## src/hdl/sfla_pkg.sv

```systemverilog
// Shared types and constants for the slab free-list allocator.
package sfla_pkg;

    // Fixed field widths
    localparam int ADDR_W  = 32;
    localparam int SIZE_W  = 16;
    localparam int COUNT_W = 7;
    localparam int DIV_STEPS = ADDR_W;

    // Configuration register indexes
    localparam logic [1:0] REG_POOL_BASE  = 2'd0;
    localparam logic [1:0] REG_SLOT_SIZE  = 2'd1;
    localparam logic [1:0] REG_SLOT_COUNT = 2'd2;

    // Result status codes
    localparam logic [1:0] STATUS_DONE    = 2'd0;
    localparam logic [1:0] STATUS_EMPTY   = 2'd1;
    localparam logic [1:0] STATUS_IGNORED = 2'd2;

    // Operation codes
    typedef enum logic [1:0] {
        OP_ALLOC   = 2'd0,
        OP_FREE    = 2'd1,
        OP_REBUILD = 2'd2,
        OP_NOP     = 2'd3
    } op_e_t;

    // Result selection
    typedef enum logic [1:0] {
        RES_GRANT,
        RES_DONE,
        RES_EMPTY,
        RES_IGNORED
    } res_sel_t;

    // Controller states
    typedef enum logic [3:0] {
        ST_INIT,
        ST_IDLE,
        ST_DECODE,
        ST_ALLOC_MUL,
        ST_ALLOC_UPD,
        ST_FREE_MUL,
        ST_FREE_CHK,
        ST_FREE_DIV,
        ST_FREE_PUSH,
        ST_REBUILD,
        ST_DELIVER
    } state_t;

    // Commands from controller to datapath
    typedef struct packed {
        logic     capture;
        logic     mul;
        logic     ram_rd;
        logic     head_pop;
        logic     push;
        logic     sweep;
        logic     div_start;
        logic     res_load;
        res_sel_t res_sel;
        logic     out_load;
    } ctrl_cmd_t;

    // Status from datapath to controller
    typedef struct packed {
        op_e_t op;
        logic  head_lt_n;
        logic  free_bad;
        logic  quot_ok;
        logic  div_done;
        logic  sweep_last;
        logic  out_free;
    } ctrl_stat_t;

endpackage

```

## src/hdl/sfla_ram.sv

```systemverilog
// Generic simple dual-port RAM with registered read.
module sfla_ram #(
    parameter int WIDTH = 8,
    parameter int DEPTH = 64
) (
    input  logic                                  clk,
    input  logic                                  we,
    input  logic [((DEPTH > 1) ? $clog2(DEPTH) : 1)-1:0] waddr,
    input  logic [WIDTH-1:0]                      wdata,
    input  logic                                  re,
    input  logic [((DEPTH > 1) ? $clog2(DEPTH) : 1)-1:0] raddr,
    output logic [WIDTH-1:0]                      rdata
);

    logic [WIDTH-1:0] mem [DEPTH];
    logic [WIDTH-1:0] rdata_reg;

    // Write port
    always_ff @(posedge clk)
    begin
        if (we)
        begin
            mem[waddr] <= wdata;
        end
    end

    // Registered read port
    always_ff @(posedge clk)
    begin
        if (re)
        begin
            rdata_reg <= mem[raddr];
        end
    end

    assign rdata = rdata_reg;

endmodule

```

## src/hdl/sfla_div.sv

```systemverilog
// Radix-2 restoring divider: 32-bit dividend by 16-bit divisor, one bit per cycle.
module sfla_div (
    input  logic                            clk,
    input  logic                            rst_n,
    input  logic                            start,
    input  logic [sfla_pkg::ADDR_W-1:0]     dividend,
    input  logic [sfla_pkg::SIZE_W-1:0]     divisor,
    output logic                            done,
    output logic [sfla_pkg::ADDR_W-1:0]     quotient
);
    import sfla_pkg::*;

    localparam int CNT_W = $clog2(DIV_STEPS);

    logic              busy_reg, busy_next;
    logic              done_reg, done_next;
    logic [CNT_W-1:0]  cnt_reg, cnt_next;
    logic [SIZE_W:0]   rem_reg, rem_next;
    logic [ADDR_W-1:0] quo_reg, quo_next;
    logic [SIZE_W:0]   rem_shift;
    logic              ge;

    // One restoring step: shift in next dividend bit, trial subtract
    always_comb
    begin
        rem_shift = {rem_reg[SIZE_W-1:0], quo_reg[ADDR_W-1]};
        ge        = (rem_shift >= {1'b0, divisor});
        busy_next = busy_reg;
        done_next = 1'b0;
        cnt_next  = cnt_reg;
        rem_next  = rem_reg;
        quo_next  = quo_reg;
        if (start)
        begin
            busy_next = 1'b1;
            cnt_next  = '0;
            rem_next  = '0;
            quo_next  = dividend;
        end
        else if (busy_reg)
        begin
            rem_next = ge ? (rem_shift - {1'b0, divisor}) : rem_shift;
            quo_next = {quo_reg[ADDR_W-2:0], ge};
            cnt_next = cnt_reg + CNT_W'(1);
            if (cnt_reg == CNT_W'(DIV_STEPS - 1))
            begin
                busy_next = 1'b0;
                done_next = 1'b1;
            end
        end
    end

    // Control registers
    always_ff @(posedge clk or negedge rst_n)
    begin
        if (!rst_n)
        begin
            busy_reg <= 1'b0;
            done_reg <= 1'b0;
            cnt_reg  <= '0;
        end
        else
        begin
            busy_reg <= busy_next;
            done_reg <= done_next;
            cnt_reg  <= cnt_next;
        end
    end

    // Payload registers
    always_ff @(posedge clk)
    begin
        rem_reg <= rem_next;
        quo_reg <= quo_next;
    end

    assign done     = done_reg;
    assign quotient = quo_reg;

endmodule

```

## src/hdl/sfla_ctrl.sv

```systemverilog
// Controller state machine sequencing allocate, free, rebuild and init sweep.
module sfla_ctrl (
    input  logic                   clk,
    input  logic                   rst_n,
    input  logic                   in_valid,
    output logic                   in_ready,
    input  sfla_pkg::ctrl_stat_t   stat,
    output sfla_pkg::ctrl_cmd_t    cmd
);
    import sfla_pkg::*;

    state_t state_reg, state_next;

    // State register
    always_ff @(posedge clk or negedge rst_n)
    begin
        if (!rst_n)
        begin
            state_reg <= ST_INIT;
        end
        else
        begin
            state_reg <= state_next;
        end
    end

    // Next state
    always_comb
    begin
        state_next = state_reg;
        case (state_reg)
            ST_INIT:
            begin
                if (stat.sweep_last)
                begin
                    state_next = ST_IDLE;
                end
            end
            ST_IDLE:
            begin
                if (in_valid)
                begin
                    state_next = ST_DECODE;
                end
            end
            ST_DECODE:
            begin
                case (stat.op)
                    OP_ALLOC:   state_next = stat.head_lt_n ? ST_ALLOC_MUL : ST_DELIVER;
                    OP_FREE:    state_next = ST_FREE_MUL;
                    OP_REBUILD: state_next = ST_REBUILD;
                    default:    state_next = ST_DELIVER;
                endcase
            end
            ST_ALLOC_MUL: state_next = ST_ALLOC_UPD;
            ST_ALLOC_UPD: state_next = ST_DELIVER;
            ST_FREE_MUL:  state_next = ST_FREE_CHK;
            ST_FREE_CHK:  state_next = stat.free_bad ? ST_DELIVER : ST_FREE_DIV;
            ST_FREE_DIV:
            begin
                if (stat.div_done)
                begin
                    state_next = ST_FREE_PUSH;
                end
            end
            ST_FREE_PUSH: state_next = ST_DELIVER;
            ST_REBUILD:
            begin
                if (stat.sweep_last)
                begin
                    state_next = ST_DELIVER;
                end
            end
            ST_DELIVER:
            begin
                if (stat.out_free)
                begin
                    state_next = ST_IDLE;
                end
            end
            default: state_next = ST_IDLE;
        endcase
    end

    // Outputs
    always_comb
    begin
        cmd      = '0;
        in_ready = 1'b0;
        case (state_reg)
            ST_INIT:
            begin
                cmd.sweep = 1'b1;
            end
            ST_IDLE:
            begin
                in_ready    = 1'b1;
                cmd.capture = in_valid;
            end
            ST_DECODE:
            begin
                case (stat.op)
                    OP_ALLOC:
                    begin
                        if (!stat.head_lt_n)
                        begin
                            cmd.res_load = 1'b1;
                            cmd.res_sel  = RES_EMPTY;
                        end
                    end
                    OP_FREE, OP_REBUILD:
                    begin
                        cmd.res_load = 1'b0;
                    end
                    default:
                    begin
                        cmd.res_load = 1'b1;
                        cmd.res_sel  = RES_DONE;
                    end
                endcase
            end
            ST_ALLOC_MUL:
            begin
                cmd.mul    = 1'b1;
                cmd.ram_rd = 1'b1;
            end
            ST_ALLOC_UPD:
            begin
                cmd.head_pop = 1'b1;
                cmd.res_load = 1'b1;
                cmd.res_sel  = RES_GRANT;
            end
            ST_FREE_MUL:
            begin
                cmd.mul = 1'b1;
            end
            ST_FREE_CHK:
            begin
                if (stat.free_bad)
                begin
                    cmd.res_load = 1'b1;
                    cmd.res_sel  = RES_IGNORED;
                end
                else
                begin
                    cmd.div_start = 1'b1;
                end
            end
            ST_FREE_PUSH:
            begin
                cmd.res_load = 1'b1;
                if (stat.quot_ok)
                begin
                    cmd.push    = 1'b1;
                    cmd.res_sel = RES_DONE;
                end
                else
                begin
                    cmd.res_sel = RES_IGNORED;
                end
            end
            ST_REBUILD:
            begin
                cmd.sweep = 1'b1;
                if (stat.sweep_last)
                begin
                    cmd.res_load = 1'b1;
                    cmd.res_sel  = RES_DONE;
                end
            end
            ST_DELIVER:
            begin
                cmd.out_load = stat.out_free;
            end
            default:
            begin
                cmd = '0;
            end
        endcase
    end

endmodule

```

## src/hdl/sfla_dp.sv

```systemverilog
// Datapath: config registers, list head, next-slot RAM, multiplier, divider, result registers.
module sfla_dp #(
    parameter int MAX_SLOTS = 64
) (
    input  logic                             clk,
    input  logic                             rst_n,
    input  logic                             cfg_write,
    input  logic [1:0]                       cfg_index,
    input  logic [sfla_pkg::ADDR_W-1:0]      cfg_data,
    input  logic [1:0]                       operation,
    input  logic [sfla_pkg::ADDR_W-1:0]      address,
    input  logic                             out_ready,
    output logic                             out_valid,
    output logic [sfla_pkg::ADDR_W-1:0]      granted_address,
    output logic [1:0]                       status,
    input  sfla_pkg::ctrl_cmd_t              cmd,
    output sfla_pkg::ctrl_stat_t             stat
);
    import sfla_pkg::*;

    localparam int IDX_W  = $clog2(MAX_SLOTS + 1);
    localparam int AW     = (MAX_SLOTS > 1) ? $clog2(MAX_SLOTS) : 1;
    localparam int PROD_W = IDX_W + SIZE_W;

    logic [ADDR_W-1:0]  pool_base_reg;
    logic [SIZE_W-1:0]  slot_size_reg;
    logic [COUNT_W-1:0] slot_count_reg;

    op_e_t              op_reg;
    logic [ADDR_W-1:0]  addr_reg;
    logic [IDX_W-1:0]   head_reg;
    logic [IDX_W-1:0]   sweep_cnt_reg;
    logic [PROD_W-1:0]  prod_reg;
    logic [ADDR_W-1:0]  res_addr_reg;
    logic [1:0]         res_status_reg;
    logic               out_valid_reg;
    logic [ADDR_W-1:0]  out_addr_reg;
    logic [1:0]         out_status_reg;

    logic [IDX_W-1:0]   live_n;
    logic [IDX_W-1:0]   mul_a;
    logic [ADDR_W-1:0]  grant_sum;
    logic [ADDR_W:0]    pool_hi;
    logic               sweep_last;
    logic               ram_we;
    logic [AW-1:0]      ram_waddr;
    logic [IDX_W-1:0]   ram_wdata;
    logic [IDX_W-1:0]   ram_rdata;
    logic               div_done;
    logic [ADDR_W-1:0]  quotient;

    // Effective slot count, clamped to the pool capacity
    always_comb
    begin
        if (32'(slot_count_reg) > 32'(MAX_SLOTS))
        begin
            live_n = IDX_W'(MAX_SLOTS);
        end
        else
        begin
            live_n = IDX_W'(slot_count_reg);
        end
    end

    // Shared multiplier operand and address arithmetic
    assign mul_a      = (op_reg == OP_ALLOC) ? head_reg : live_n;
    assign grant_sum  = pool_base_reg + ADDR_W'(prod_reg);
    assign pool_hi    = {1'b0, pool_base_reg} + (ADDR_W + 1)'(prod_reg);
    assign sweep_last = (sweep_cnt_reg == IDX_W'(MAX_SLOTS - 1));

    // Configuration registers
    always_ff @(posedge clk or negedge rst_n)
    begin
        if (!rst_n)
        begin
            pool_base_reg  <= '0;
            slot_size_reg  <= SIZE_W'(256);
            slot_count_reg <= COUNT_W'(64);
        end
        else if (cfg_write)
        begin
            case (cfg_index)
                REG_POOL_BASE:  pool_base_reg  <= cfg_data;
                REG_SLOT_SIZE:  slot_size_reg  <= cfg_data[SIZE_W-1:0];
                REG_SLOT_COUNT: slot_count_reg <= cfg_data[COUNT_W-1:0];
                default:        pool_base_reg  <= pool_base_reg;
            endcase
        end
    end

    // Input capture and product register
    always_ff @(posedge clk)
    begin
        if (cmd.capture)
        begin
            op_reg   <= op_e_t'(operation);
            addr_reg <= address;
        end
        if (cmd.mul)
        begin
            prod_reg <= PROD_W'(mul_a) * PROD_W'(slot_size_reg);
        end
    end

    // List head and sweep counter
    always_ff @(posedge clk or negedge rst_n)
    begin
        if (!rst_n)
        begin
            head_reg      <= '0;
            sweep_cnt_reg <= '0;
        end
        else
        begin
            if (cmd.sweep)
            begin
                sweep_cnt_reg <= sweep_last ? '0 : sweep_cnt_reg + IDX_W'(1);
            end
            if (cmd.sweep && sweep_last)
            begin
                head_reg <= '0;
            end
            else if (cmd.head_pop)
            begin
                head_reg <= ram_rdata;
            end
            else if (cmd.push)
            begin
                head_reg <= quotient[IDX_W-1:0];
            end
        end
    end

    // Next-slot RAM: sweep writes i+1, push links freed slot to old head
    assign ram_we    = cmd.sweep || cmd.push;
    assign ram_waddr = cmd.sweep ? sweep_cnt_reg[AW-1:0] : quotient[AW-1:0];
    assign ram_wdata = cmd.sweep ? (sweep_cnt_reg + IDX_W'(1)) : head_reg;

    sfla_ram #(
        .WIDTH (IDX_W),
        .DEPTH (MAX_SLOTS)
    ) u_next_ram (
        .clk   (clk),
        .we    (ram_we),
        .waddr (ram_waddr),
        .wdata (ram_wdata),
        .re    (cmd.ram_rd),
        .raddr (head_reg[AW-1:0]),
        .rdata (ram_rdata)
    );

    // Slot index of a freed address
    sfla_div u_div (
        .clk      (clk),
        .rst_n    (rst_n),
        .start    (cmd.div_start),
        .dividend (addr_reg - pool_base_reg),
        .divisor  (slot_size_reg),
        .done     (div_done),
        .quotient (quotient)
    );

    // Pending result
    always_ff @(posedge clk)
    begin
        if (cmd.res_load)
        begin
            res_addr_reg <= (cmd.res_sel == RES_GRANT) ? grant_sum : '0;
            case (cmd.res_sel)
                RES_EMPTY:   res_status_reg <= STATUS_EMPTY;
                RES_IGNORED: res_status_reg <= STATUS_IGNORED;
                default:     res_status_reg <= STATUS_DONE;
            endcase
        end
    end

    // Output register
    always_ff @(posedge clk or negedge rst_n)
    begin
        if (!rst_n)
        begin
            out_valid_reg <= 1'b0;
        end
        else if (cmd.out_load)
        begin
            out_valid_reg <= 1'b1;
        end
        else if (out_ready)
        begin
            out_valid_reg <= 1'b0;
        end
    end

    always_ff @(posedge clk)
    begin
        if (cmd.out_load)
        begin
            out_addr_reg   <= res_addr_reg;
            out_status_reg <= res_status_reg;
        end
    end

    assign out_valid       = out_valid_reg;
    assign granted_address = out_addr_reg;
    assign status          = out_status_reg;

    // Status to controller
    always_comb
    begin
        stat            = '0;
        stat.op         = op_reg;
        stat.head_lt_n  = (head_reg < live_n);
        stat.free_bad   = (addr_reg == '0) || (addr_reg < pool_base_reg)
                          || ({1'b0, addr_reg} >= pool_hi) || (slot_size_reg == '0);
        stat.quot_ok    = (quotient < ADDR_W'(live_n));
        stat.div_done   = div_done;
        stat.sweep_last = sweep_last;
        stat.out_free   = !out_valid_reg || out_ready;
    end

    // Sweep counter is back at zero whenever a new item comes in
    a_sweep_idle: assert property (@(posedge clk) disable iff (!rst_n)
        cmd.capture |-> (sweep_cnt_reg == '0))
        else $error("sweep counter not idle at transfer");

    // Only a live head slot is ever looked up
    a_read_live: assert property (@(posedge clk) disable iff (!rst_n)
        cmd.ram_rd |-> stat.head_lt_n)
        else $error("next-slot read of a slot outside the list");

    // Output valid rises only from a result load
    a_out_load: assert property (@(posedge clk) disable iff (!rst_n)
        $rose(out_valid_reg) |-> $past(cmd.out_load))
        else $error("output valid without result load");

    // Delivered status is always a defined code
    a_status_code: assert property (@(posedge clk) disable iff (!rst_n)
        out_valid_reg |-> (out_status_reg == STATUS_DONE || out_status_reg == STATUS_EMPTY
                           || out_status_reg == STATUS_IGNORED))
        else $error("undefined status code");

endmodule

```

## src/hdl/slab_free_list_allocator_core.sv

```systemverilog
// Slab free-list allocator top level: controller plus datapath.
//
// Input channel (in_valid/in_ready) carries operation and address; each
// transfer produces exactly one result on the output channel
// (out_valid/out_ready) with granted_address and status. One item is in
// work at a time; in_ready is high while the controller is idle, even
// when the last result still sits unclaimed in the output register.
// Steps from input transfer to out_valid: allocate reads the head's link
// from the RAM and does one multiply; allocate on an empty list and no-op
// go straight to delivery; free does a bounds check, then a 32-step serial
// divider; a free that fails the bounds check stops there; rebuild writes
// one next-slot entry per cycle. in_ready rises together with out_valid.
// After reset the controller sweeps the next-slot RAM before in_ready
// first goes high; configuration writes are taken then too.
// If the receiver stalls, a finished result waits in the output stage and
// the controller holds the following result until that slot frees up.
// Configuration (cfg_write, cfg_index, cfg_data) takes effect at the edge
// where cfg_write is high and should be used only while the block is idle.
module slab_free_list_allocator_core #(
    parameter int MAX_SLOTS = 64
) (
    input  logic                         clk,
    input  logic                         rst_n,
    input  logic                         cfg_write,
    input  logic [1:0]                   cfg_index,
    input  logic [sfla_pkg::ADDR_W-1:0]  cfg_data,
    input  logic                         in_valid,
    output logic                         in_ready,
    input  logic [1:0]                   operation,
    input  logic [sfla_pkg::ADDR_W-1:0]  address,
    output logic                         out_valid,
    input  logic                         out_ready,
    output logic [sfla_pkg::ADDR_W-1:0]  granted_address,
    output logic [1:0]                   status
);
    import sfla_pkg::*;

    ctrl_cmd_t  cmd;
    ctrl_stat_t stat;

    // Sequencer
    sfla_ctrl u_ctrl (
        .clk      (clk),
        .rst_n    (rst_n),
        .in_valid (in_valid),
        .in_ready (in_ready),
        .stat     (stat),
        .cmd      (cmd)
    );

    // Datapath
    sfla_dp #(
        .MAX_SLOTS (MAX_SLOTS)
    ) u_dp (
        .clk             (clk),
        .rst_n           (rst_n),
        .cfg_write       (cfg_write),
        .cfg_index       (cfg_index),
        .cfg_data        (cfg_data),
        .operation       (operation),
        .address         (address),
        .out_ready       (out_ready),
        .out_valid       (out_valid),
        .granted_address (granted_address),
        .status          (status),
        .cmd             (cmd),
        .stat            (stat)
    );

endmodule

```

## config.mk

```make
export PLATFORM = sky130hd
export DESIGN_NAME = slab_free_list_allocator_core
export DESIGN_NICKNAME = d
export VERILOG_FILES = /design/src/hdl/sfla_pkg.sv /design/src/hdl/sfla_ram.sv /design/src/hdl/sfla_div.sv /design/src/hdl/sfla_ctrl.sv /design/src/hdl/sfla_dp.sv /design/src/hdl/slab_free_list_allocator_core.sv
export SDC_FILE = /design/constraint.sdc
export NUM_CORES = 1
export LEC_CHECK = 0
export BUFFER_PORTS_ARGS = -buffer_cell sky130_fd_sc_hd__buf_2
export CORE_ASPECT_RATIO = 1.75
export CORE_MARGIN = 5
export CORE_UTILIZATION = 63
export CTS_CLUSTER_DIAMETER = 40
export DETAILED_ROUTE_END_ITERATION = 12
export PLACE_DENSITY = 0.78
export SYNTH_ARGS = -nofsm -noshare
export SYNTH_HDL_FRONTEND = slang
export SYNTH_SLANG_ARGS = --single-unit
export TNS_END_PERCENT = 20
```

## constraint.sdc

```tcl
create_clock -name clk -period 9.6 [get_ports clk]
set_input_delay 1.92 -clock clk [delete_from_list [all_inputs] [get_ports clk]]
set_output_delay 1.92 -clock clk [all_outputs]
set_load 0.02 [all_outputs]
```

## Yosys cells after proc, flatten, opt, wreduce, memory -nomap -nowiden

Memory sizes are Yosys's and may differ from the RTL's. A register that Yosys moved wholly into a read port is not among the register bits.
Cells that the tools add are included.

- Word-level logic and storage cells: 131
- Bits in writable memories: 448
- Output and inout bits: 36
- Register bits: 254
- Bits of input ports: 73
- Memories: 1

Memory list:

| name | depth | bits a word | rd ports | clocked after memory_dff | wr ports | RTL line | RTL |
|---|---|---|---|---|---|---|---|
| u_dp.u_next_ram.mem | 64 | 7 | 1 | 1 | 1 | sfla_ram.sv:15 | `logic [WIDTH-1:0] mem [DEPTH];` |

- Muxes and demuxes: 51
- Equality and inequality tests: 23
- $mul: 1
- Order comparisons: 6
- Reductions and logical operators: 24
- $add $sub $neg: 6

Operators with widths:

| operator | number |
|---|---|
| $mux W32 | 2 |
| $mux W7 | 7 |
| $pmux W4 S10 | 1 |
| $add A32 B23 Y33 | 1 |
| $ge A32 B33 Y1 | 1 |
| $add A32 B23 Y32 | 1 |
| $logic_not A32 Y1 | 1 |
| $lt A32 B32 Y1 | 1 |
| $lt A32 B7 Y1 | 1 |
| $sub A32 B32 Y32 | 1 |
| $mux W4 | 7 |
| $mul A7 B16 Y23 | 1 |
| $mux W1 | 21 |
| $ge A17 B16 Y1 | 1 |
| $eq A4 B3 Y1 const B | 4 |
| $logic_not A16 Y1 | 1 |
| $mux W16 | 1 |
| $sub A16 B16 Y16 | 1 |
| $pmux W3 S5 | 1 |
| $eq A4 B4 Y1 const B | 3 |
| $pmux W4 S3 | 1 |
| $mux W5 | 2 |
| $mux W3 | 3 |
| $eq A2 B2 Y1 const B | 4 |
| 25 further kinds | 43 |

## Logic depth before layout (Yosys ltp)

Gate-level depths: netlist of the first run.

- Depth after elaboration: 8
- Depth in mapped cells: 25
- Gate-level depth less buffers: 23

## Modules after synthesis

A second synthesis of the first run with hierarchy kept.

- Cell total of the unflattened synthesis: 2632
- Area total of the unflattened synthesis: 36262.3 sq um

Modules (own cells, without submodules):

| module | area an instance (sq um) | cells an instance | sequential area each (sq um) | instances |
|---|---|---|---|---|
| sfla_ram | 17705.7 | 827 | 13663.1 | 1 |
| sfla_dp | 14453.9 | 1391 | 5507.8 | 1 |
| sfla_div | 3444.6 | 320 | 1456.4 | 1 |
| sfla_ctrl | 658.1 | 94 | 100.1 | 1 |

## Worst setup path after synthesis of the first run

No wires, ideal clock.

- Kind: register to register
- Start point: register u_dp.prod_reg[12]
- End point: register u_dp.res_addr_reg[0] (enable)
- Clock period less this slack: 6655 ps
- Path buffers: 0
- Library setup time: 472 ps
- Path slack: 2945 ps
- Cell stages (with the launch flop): 20
- Required time: 9128 ps
- Arrival time: 6183 ps
- Cell sequence: edfxtp_1 -> ha_1 -> a21o_1 -> a21o_1 -> a21oi_1 -> o21ai_0 -> a221oi_1 -> o21ai_0 -> a21oi_1 -> o21ai_0 -> and2_1 -> ha_1 -> and2_1 -> nand4_1 -> nor4_1 -> o31ai_1 -> o2bb2ai_4 -> nand2_1 -> o21ai_0 -> o21ai_0

RTL lines:

| item | RTL line | RTL |
|---|---|---|
| start, declared | sfla_dp.sv:33 | `logic [PROD_W-1:0] prod_reg;` |
| start signal, assigned | sfla_dp.sv:101 | `prod_reg <= PROD_W'(mul_a) * PROD_W'(slot_size_reg);` |
| end signal, assigned | sfla_dp.sv:168 | `res_addr_reg <= (cmd.res_sel == RES_GRANT) ? grant_sum : '0;` |
| end, declared | sfla_dp.sv:34 | `logic [ADDR_W-1:0] res_addr_reg;` |

## Worst setup path after layout of the first run

- Start point: register u_dp.op_reg[1]
- End point: register u_dp.prod_reg[21], data pin

- Cells in the longest elaborated chain, start to end: 3

Ends and longest elaborated chain:

| item | RTL line | RTL |
|---|---|---|
| start, declared | sfla_dp.sv:29 | `op_e_t op_reg;` |
| start signal, assigned | sfla_dp.sv:96 | `op_reg <= op_e_t'(operation);` |
| $logic_not A2 Y1 | sfla_dp.sv:66 | `assign mul_a = (op_reg == OP_ALLOC) ? head_reg : live_n;` |
| $mux W7 | sfla_dp.sv:66 |  |
| $mul A7 B16 Y23 | sfla_dp.sv:101 |  |

No other way between the ends.
A chain may end at the register's enable or synchronous reset.

==> results_tabular.tex, run 1 <==
\begin{tabular}{lr}
\hline
Metric & Value \\
\hline
\multicolumn{2}{l}{\textbf{Pwr}} \\
\quad Power per unit of standard cell area & about 360 nW/um\^{}2 \\
\quad Leakage component of the power & around 15 nW \\
\quad Total power of the final layout & approximately 14 mW \\
\quad IR Drop Worst-Case VDD & 0.233 mV \\
\multicolumn{2}{l}{\textbf{Timing}} \\
\quad Maximum operating frequency & $\sim$150 MHz \\
\quad Setup repair after global routing missed its margin & false \\
\quad Setup-violating endpoint count in the final report & 0 \\
\quad Slew Viols, Final & 0 \\
\quad Final-layout setup total negative slack & 0 ps \\
\quad Worst rel slew slack & 0.242 \\
\quad Time the worst path needs with I/O delays and setup & 6700 ps \\
\quad Worst Tran Pin Value & 1130 ps \\
\quad Final-report hold violation count & 0 \\
\quad Setup skew after layout & about 30 ps \\
\quad Worst-case setup margin in the final layout & 2900 ps \\
\quad Tcrit/Tclk final & 0.698 \\
\multicolumn{2}{l}{\textbf{Yosys}} \\
\quad Syn Std Cell Area & 35900 sq um \\
\quad Count of state elements after synthesis & 709 \\
\quad Area contributors post-synth & edfxtp\_1, mux4\_2, ha\_1 \\
\quad Avg Synthesized Cell Area & 13.8 sq um \\
\quad Proportion of register bits with asynchronous set or reset after synthesis & 0.114 \\
\quad Sequential share of the synthesized area & 0.578 \\
\quad Most used standard cell by instance count after synthesis & edfxtp\_1 \\
\quad Top FF cell, synth & edfxtp\_1 \\
\quad Number of enable-type register cells in the synthesized netlist & 612 \\
\quad Share of Yosys cell area claimed by the top area cell type & 0.513 \\
\quad Number of different library cells in the post-synthesis netlist & between 80 and 90 \\
\quad Post-synth top cells & edfxtp\_1, nor2\_1, nand2\_1 \\
\quad Number of warnings issued by yosys & 0 \\
\quad Post-Synthesis Net Count & 2899 \\
\quad Mapped Cells & 2592 \\
\quad Post-synthesis cell type with the largest combined area & edfxtp\_1 \\
\multicolumn{2}{l}{\textbf{Cells and area}} \\
\quad Number of inserted filler cells in the final layout & 3671 \\
\quad Final-stage net count & 3007 \\
\quad Reg with most FFs & u\_dp.u\_next\_ram.mem \\
\quad Area growth from synthesis to layout & 10.4\% \\
\quad Fraction of layout cells with a size suffix above 1 & 0.178 \\
\quad Largest register FFs & 448 \\
\multicolumn{2}{l}{\textbf{Route}} \\
\quad Total length of routed wires & 93.9 mm \\
\quad Antenna Nets Post-Route & 0 \\
\quad Mean routed wirelength per cell & 26.7 microns \\
\quad Number of iterations in the first detailed-routing pass & 6 \\
\quad Number of DRC violations after detailed-routing iteration 0 & 1846 \\
\quad Total number of vias & 22604 \\
\quad Mean number of vias per cell & 6.43 \\
\quad Drt drc & 0 \\
\multicolumn{2}{l}{\textbf{Setup path}} \\
\quad Crit Reg-Reg Startpoint & u\_dp.op\_reg[1]\$\_DFFE\_PP\_ \\
\quad Largest fanout of any net on the critical path & 22 \\
\quad Kind of end point of the critical path & flop \\
\quad Setup crit start kind & flop \\
\quad Capture point of the worst reg-to-reg path & u\_dp.prod\_reg[21]\$\_DFFE\_PP\_ \\
\quad Data arrival time at the worst-slack endpoint & between 7000 and 8000 ps \\
\quad Type of the setup path with the least slack & flop to flop \\
\quad Required arrival time at the worst endpoint & 9980 ps \\
\quad Worst reg2reg path depth & 21 \\
\quad Worst setup slack for register-to-register paths & 2900 ps \\
\multicolumn{2}{l}{\textbf{Clock tree}} \\
\quad Clock tree from TritonCTS & done \\
\quad CTS max path bufs & 3 \\
\quad Clock transition time at the flip-flop clock pins of the worst setup and hold paths & 70 ps \\
\quad Later-pin clock latency in the skew report & 630 ps \\
\quad Post-CTS setup-driven buffer insertion count & 0 \\
\quad CTS sink count & 709 \\
\quad H-tree Lvls & 3 \\
\quad Number of buffers inserted for hold repair after clock tree synthesis & 0 \\
\quad Number of CTS-inserted buffers & 72 \\
\quad CTS Root Cell & clkbuf\_16 \\
\quad Resize count post-CTS & 0 \\
\multicolumn{2}{l}{\textbf{Run}} \\
\quad Max-cap viol count & 0 \\
\multicolumn{2}{l}{\textbf{Die}} \\
\quad Area of the core & 56300 sq um \\
\quad Initial Utilization & 0.637 \\
\quad Count of boundary I/O pins & 109 \\
\quad Vertical die dimension & roughly 330 microns \\
\quad Die width & 190 microns \\
\quad Rows & 115 \\
\quad Area enclosed by the die boundary & 62000 sq um \\
\multicolumn{2}{l}{\textbf{Global route}} \\
\quad Wire length of the first global-routing pass & 141 mm \\
\quad Maximum number of pins on one net before global-route repair & 71 \\
\quad Antenna violations before repair & 1 \\
\quad Total GRT Usage & 0.304 \\
\quad Vias in the first global route & 23624 \\
\quad Remaining global-route overflow & 0 \\
\multicolumn{2}{l}{\textbf{Placed design}} \\
\quad Final HPWL from detailed placement & 66.0 mm \\
\quad Placer's final routability congestion estimate & 0.939 \\
\quad Post-placement setup slack & 2960 ps \\
\quad Port Buffer Count & about 110 \\
\multicolumn{2}{l}{\textbf{Worst hold path}} \\
\quad Worst hold path type & flop to flop \\
\quad Worst min-delay path startpoint & u\_dp.res\_addr\_reg[12]\$\_SDFFCE\_PP0P\_ \\
\quad Number of stages on the worst hold path & 0 \\
\quad Worst min-delay path endpoint & u\_dp.granted\_address[12]\$\_DFFE\_PP\_ \\
\multicolumn{2}{l}{\textbf{Status}} \\
\quad Run status & complete, no violations \\
\hline
\end{tabular}
-- how the worst max path moves through the flow --
stage	start	end	slack, ps	cells after the start
detailed placement	u_dp.op_reg[1]$_DFFE_PP_	u_dp.prod_reg[21]$_DFFE_PP_	2960	21
CTS	u_dp.op_reg[1]$_DFFE_PP_	u_dp.prod_reg[21]$_DFFE_PP_	2930	21
global route	u_dp.op_reg[1]$_DFFE_PP_	u_dp.prod_reg[21]$_DFFE_PP_	2450	21
global placement	u_dp.op_reg[1]$_DFFE_PP_	u_dp.prod_reg[21]$_DFFE_PP_	3090	21
floorplan	u_dp.prod_reg[12]$_DFFE_PP_	u_dp.res_addr_reg[0]$_SDFFCE_PP0P_	2940	19
finish	u_dp.op_reg[1]$_DFFE_PP_	u_dp.prod_reg[21]$_DFFE_PP_	2900	21
-- worst max-delay path, cell delays in order (launching register included) --
cell,delay [ps]
edfxtp_1,420
inv_1,120
ha_1,630
nand2_1,140
o21ai_1,410
nand2_1,170
fa_1,540
fa_1,550
inv_1,60
fa_1,530
inv_1,50
fa_1,530
inv_1,40
ha_1,370
nand3_1,110
o211ai_1,100
nor4_1,370
o21ai_0,320
o21ba_2,300
a211oi_1,370
a21oi_1,140
xor2_1,160
-- power breakdown --
part	leakage [nW]	switching [mW]	internal (mW)
Combinational	6.98	3.93	2.47
Clock	1.15	1.25	1.57
Sequential	6.66	0.450	4.53
-- layout make-up --
type / instances / area [sq um] / area share
diodes: 1 / 2.50 / 0.0000632
repair buffers: 131 / 728 / 0.0184
clock buffers: 87 / 1920 / 0.0485
clock inverters: 42 / 439 / 0.0111
flip-flops and latches: 709 / 20700 / 0.524
well taps: 760 / 951 / 0.0240
multi-input cells: 1647 / 14300 / 0.361
inverters: 139 / 522 / 0.0132
-- per-stage QoR --
stage	instances	utilization	area (sq um)	hold slack, ps
6_report	3516	0.703	39600	416
5_1_grt	3515	0.703	39600	417
4_1_cts	3514	0.703	39600	416
3_5_place_dp	3385	0.661	37200	405
3_3_place_gp	3385	0.661	37200	402
2_1_floorplan	2592	-	35900	400
-- layout by cell type (no fill, tap or decap), types with 10 or more instances in the layout --
master | Yosys | final
a211oi_1 | 31 | 31
a21o_1 | 44 | 44
a21oi_1 | 93 | 92
a31oi_1 | 16 | 15
and2_1 | 23 | 22
and3_1 | 22 | 22
buf_2 | 13 | 107
buf_4 | 5 | 23
clkbuf_1 | 62 | 11
clkbuf_16 | 0 | 74
dfrtp_1 | 79 | 76
dfxtp_1 | 16 | 16
edfxtp_1 | 612 | 612
fa_1 | 72 | 72
ha_1 | 162 | 162
inv_1 | 137 | 137
mux2_2 | 24 | 24
mux2i_1 | 17 | 17
mux4_2 | 147 | 147
nand2_1 | 201 | 200
nand2b_1 | 30 | 30
nand3_1 | 32 | 32
nand4_1 | 16 | 16
nor2_1 | 212 | 211
nor2_2 | 28 | 29
nor2b_1 | 16 | 15
nor3_1 | 24 | 24
nor4_1 | 24 | 24
o21a_1 | 30 | 30
o21ai_0 | 123 | 118
o21ai_1 | 13 | 13
o21bai_1 | 13 | 13
o31ai_1 | 14 | 14
or2_2 | 10 | 10
or3_1 | 18 | 17
xnor2_1 | 43 | 43
xor2_1 | 39 | 39
-- routing by layer --
metal | wire length, microns | up-vias | global-route usage | share of wire
li1 | - | 9987 | - | -
met1 | 30500 | 11207 | 0.331 | 0.32
met2 | 50300 | 1100 | 0.552 | 0.54
met3 | 6230 | 310 | 0.0479 | 0.066
met4 | 6850 | 0 | 0.182 | 0.073
met5 | 0 | - | 0 | 0
-- logic make-up (layout without fill, tap and decap cells) --
family / count (synthesis) / after routing / synth area share
muxes: 188 / 188 / 0.105
buffers and inverters: 236 / 399 / 0.0266
other: 0 / 1 / 0
xor gates and xnor gates: 82 / 82 / 0.0200
and+or+nand+nor: 688 / 688 / 0.0909
DFF: 709 / 709 / 0.578
AOI/OAI and AO/OA: 455 / 455 / 0.0831
adders and majority gates: 234 / 234 / 0.0967
(Power assumes the default switching activity.)
==> run 2, diff against run 1 <==
- ABC_AREA: not set -> 1
- clock period: 9.6 -> 6.5 ns (I/O delays scaled with it)
==> results_tabular.tex, run 2 <==
\begin{tabular}{lr}
\hline
Metric & Value \\
\hline
\multicolumn{2}{l}{\textbf{Clock tree}} \\
\quad CTS sink count & 709 \\
\quad CTS max path bufs & 3 \\
\quad Number of buffers inserted for hold repair after clock tree synthesis & 0 \\
\quad Later-pin clock latency in the skew report & 630 ps \\
\quad CTS Root Cell & clkbuf\_16 \\
\quad Clock transition time at the flip-flop clock pins of the worst setup and hold paths & 70 ps \\
\quad Resize count post-CTS & 0 \\
\quad Post-CTS setup-driven buffer insertion count & 0 \\
\quad Number of CTS-inserted buffers & 70 \\
\quad H-tree Lvls & 3 \\
\quad Clock tree from TritonCTS & done \\
\multicolumn{2}{l}{\textbf{Route}} \\
\quad Mean number of vias per cell & 6.09 \\
\quad Mean routed wirelength per cell & 22.6 microns \\
\quad Number of iterations in the first detailed-routing pass & 9 \\
\quad Number of DRC violations after detailed-routing iteration 0 & 2421 \\
\quad Total length of routed wires & 98.9 mm \\
\quad Antenna Nets Post-Route & 0 \\
\quad Drt drc & 0 \\
\quad Total number of vias & about 27000 \\
\multicolumn{2}{l}{\textbf{Pwr}} \\
\quad Sequential share of power & 0.466 \\
\quad Net switching share of the total power & 0.279 \\
\quad Clock network fraction of design power & 0.363 \\
\quad Power Internal & 7.85 mW \\
\quad Leakage component of the power & 15.4 nW \\
\quad Power per unit of standard cell area & 275 nW/um\^{}2 \\
\quad IR Drop Worst-Case VDD & 0.275 mV \\
\quad Logic gate share of total power & 0.171 \\
\quad Switching power & 3.04 mW \\
\quad Total power of the final layout & 10.9 mW \\
\multicolumn{2}{l}{\textbf{Placed design}} \\
\quad Port Buffer Count & approximately 110 \\
\quad Placer's final routability congestion estimate & 0.978 \\
\quad Post-placement setup slack & 356 ps \\
\quad Cell count after placement & roughly 4200 \\
\quad Final HPWL from detailed placement & 71.5 mm \\
\multicolumn{2}{l}{\textbf{Global route}} \\
\quad Antenna violations before repair & 0 \\
\quad Vias in the first global route & 26822 \\
\quad Remaining global-route overflow & 0 \\
\quad Wire length of the first global-routing pass & 151 mm \\
\quad Maximum number of pins on one net before global-route repair & 100 \\
\quad Total GRT Usage & 0.316 \\
\multicolumn{2}{l}{\textbf{Yosys}} \\
\quad Synthesized-area fraction occupied by adder cells & 0.0960 \\
\quad Compound-gate portion of the synthesized area & 0.129 \\
\quad Avg Synthesized Cell Area & between 10 and 15 sq um \\
\quad Proportion of synthesized area in mux cells & 0 \\
\quad Syn Std Cell Area & 36100 sq um \\
\quad Top FF cell, synth & edfxtp\_1 \\
\quad Post-synth top cells & edfxtp\_1, nor2\_1, o21ai\_0 \\
\quad Area contributors post-synth & edfxtp\_1, o21ai\_0, nor2\_1 \\
\quad Most used standard cell by instance count after synthesis & edfxtp\_1 \\
\quad Number of enable-type register cells in the synthesized netlist & 612 \\
\quad Share of Yosys cell area claimed by the top area cell type & 0.509 \\
\quad Number of different library cells in the post-synthesis netlist & 59 \\
\quad Proportion of register bits with asynchronous set or reset after synthesis & 0.114 \\
\quad Sequential share of the synthesized area & 0.574 \\
\quad Area share of and/or/nand/nor cells after synthesis & 0.132 \\
\quad Post-synthesis cell type with the largest combined area & edfxtp\_1 \\
\quad Post-Synthesis Net Count & 3776 \\
\quad Count of state elements after synthesis & 709 \\
\quad Fraction of synthesized cell area in xor and xnor cells & 0.0223 \\
\quad Combinational family with the most area after synthesis & simple AND/OR/NAND/NOR gates \\
\quad Mapped Cells & 3469 \\
\quad Number of warnings issued by yosys & 0 \\
\multicolumn{2}{l}{\textbf{Timing}} \\
\quad Final-layout setup total negative slack & 0 ps \\
\quad Slew Viols, Final & 0 \\
\quad Setup repair after global routing missed its margin & false \\
\quad Worst-case setup margin in the final layout & between 500 and 600 ps \\
\quad Time the worst path needs with I/O delays and setup & around 6000 ps \\
\quad Worst rel slew slack & 0.267 \\
\quad Setup-violating endpoint count in the final report & 0 \\
\quad Worst Tran Pin Value & approximately 1100 ps \\
\quad Setup skew after layout & 28.3 ps \\
\quad Tcrit/Tclk final & 0.922 \\
\quad Maximum operating frequency & 167 MHz \\
\quad Final-report hold violation count & 0 \\
\quad Hold Worst Slack & 417 ps \\
\multicolumn{2}{l}{\textbf{Cells and area}} \\
\quad Leading cell type in the layout, fill and taps excluded & edfxtp\_1 \\
\quad Final-stage net count & slightly below 4000 \\
\quad Final cell count without fillers & 4366 \\
\quad Reg with most FFs & u\_dp.u\_next\_ram.mem \\
\quad Highest-count cells in the layout ignoring fill and taps & edfxtp\_1, nor2\_1, nand2\_1, o21ai\_0, inv\_1 \\
\quad Area growth from synthesis to layout & 9.76\% \\
\quad Fraction of layout cells with a size suffix above 1 & 0.0906 \\
\quad Ant diodes & 0 \\
\quad Largest register FFs & 448 \\
\multicolumn{2}{l}{\textbf{Setup path}} \\
\quad Critical Path Most Common Cell & nand2\_1 \\
\quad Data arrival time at the worst-slack endpoint & 6360 ps \\
\quad Crit-path leading delay family & adder cells \\
\quad Required arrival time at the worst endpoint & roughly 6900 ps \\
\quad Bufs and invs on worst path & 7 \\
\quad Setup crit start kind & flop \\
\quad Crit-path slowest cell & fa\_1 \\
\quad Type of the setup path with the least slack & flop to flop \\
\quad Kind of end point of the critical path & flop \\
\quad Largest fanout of any net on the critical path & 10 \\
\quad Critical Path Max Stage Delay & 550 ps \\
\multicolumn{2}{l}{\textbf{Die}} \\
\quad Count of boundary I/O pins & between 100 and 150 \\
\quad Initial Utilization & 0.633 \\
\quad Area enclosed by the die boundary & about 62000 sq um \\
\quad Area of the core & 57000 sq um \\
\quad Rows & 116 \\
\quad Vertical die dimension & 327 microns \\
\quad Die width & 191 microns \\
\multicolumn{2}{l}{\textbf{Status}} \\
\quad Run status & complete, no violations \\
\multicolumn{2}{l}{\textbf{Worst hold path}} \\
\quad Worst hold path type & flop to flop \\
\multicolumn{2}{l}{\textbf{Run}} \\
\quad Max-cap viol count & 0 \\
\hline
\end{tabular}
==> run 2: changes by cell type in the layout (fill, tap and decap cells not counted), sizes merged, moves of 30 or more <==
cell | previous run | this run
inv | 152 | 297
a21o | 44 | 12
o22ai | 1 | 129
o21ai | 137 | 453
nand2b | 30 | 0
nand3 | 32 | 62
mux4 | 147 | 0
nor2 | 240 | 596
nand2 | 201 | 433
a21oi | 96 | 162
a211oi | 33 | 3
==> run 2: final timing paths <==
| kind | endpoint | from | cells past startpoint | slack [ps] |
|---|---|---|---|---|
| max in group asynchronous | u_dp.head_reg[0]$_DFFE_PN0P_ | rst_n | 2 | 4670 |
| min in group asynchronous | u_dp.pool_base_reg[26]$_DFFE_PN0P_ | rst_n | 1 | 540 |
| worst max-delay path | u_dp.prod_reg[17]$_DFFE_PP_ | u_dp.op_reg[0]$_DFFE_PP_ | 27 | 510 |
| worst min-delay path | u_dp.granted_address[21]$_DFFE_PP_ | u_dp.res_addr_reg[21]$_SDFFCE_PP0P_ | 0 | 420 |
| worst min register to register | u_dp.granted_address[21]$_DFFE_PP_ | u_dp.res_addr_reg[21]$_SDFFCE_PP0P_ | 0 | 420 |
| worst max register to register | u_dp.prod_reg[17]$_DFFE_PP_ | u_dp.op_reg[0]$_DFFE_PP_ | 27 | 510 |
==> run 2: power groups by stage <==
stage	clock, mW	sequential [mW]	combinational [mW]
floorplan	0	5.12	1.37
CTS	4.00	5.07	1.86
global placement	0	5.17	1.81
global route	4.20	5.07	2.10
detailed placement	0	5.17	1.85
finish	3.95	5.07	1.86
==> run 2: through the flow <==
step | util | cell area, sq um
6_report | 0.695 | 39600
5_1_grt | 0.695 | 39600
4_1_cts | 0.695 | 39600
3_5_place_dp | 0.656 | 37400
3_3_place_gp | 0.656 | 37400
2_1_floorplan | - | 36100
==> run 2: final cells by class <==
cell class                      count  area [sq um]
Multi-Input combinational cell   2332         13800
Clock buffer                       84          1870
Tap cell                          767           960
Inverter                          293          1110
Timing Repair Buffer              140           783
Fill cell                        4228         17400
Sequential cell                   709         20700
Clock inverter                     41           382
==> run 2: logic make-up (layout without fill, tap and decap cells) <==
kind of cell	after synthesis	in the layout
compound gates	838	838
xor+xnor	92	92
fa+ha+maj	234	234
buf+inv	428	558
flops	709	709
simple gates	1168	1168
==> run 2: per-layer routing <==
| metal | share of wire | GRT usage | vias to the layer above |
|---|---|---|---|
| li1 | - | - | 12278 |
| met1 | 0.34 | 0.351 | 12735 |
| met2 | 0.50 | 0.549 | 1212 |
| met3 | 0.064 | 0.0453 | 349 |
| met4 | 0.090 | 0.229 | 0 |
| met5 | 0 | 0 | - |
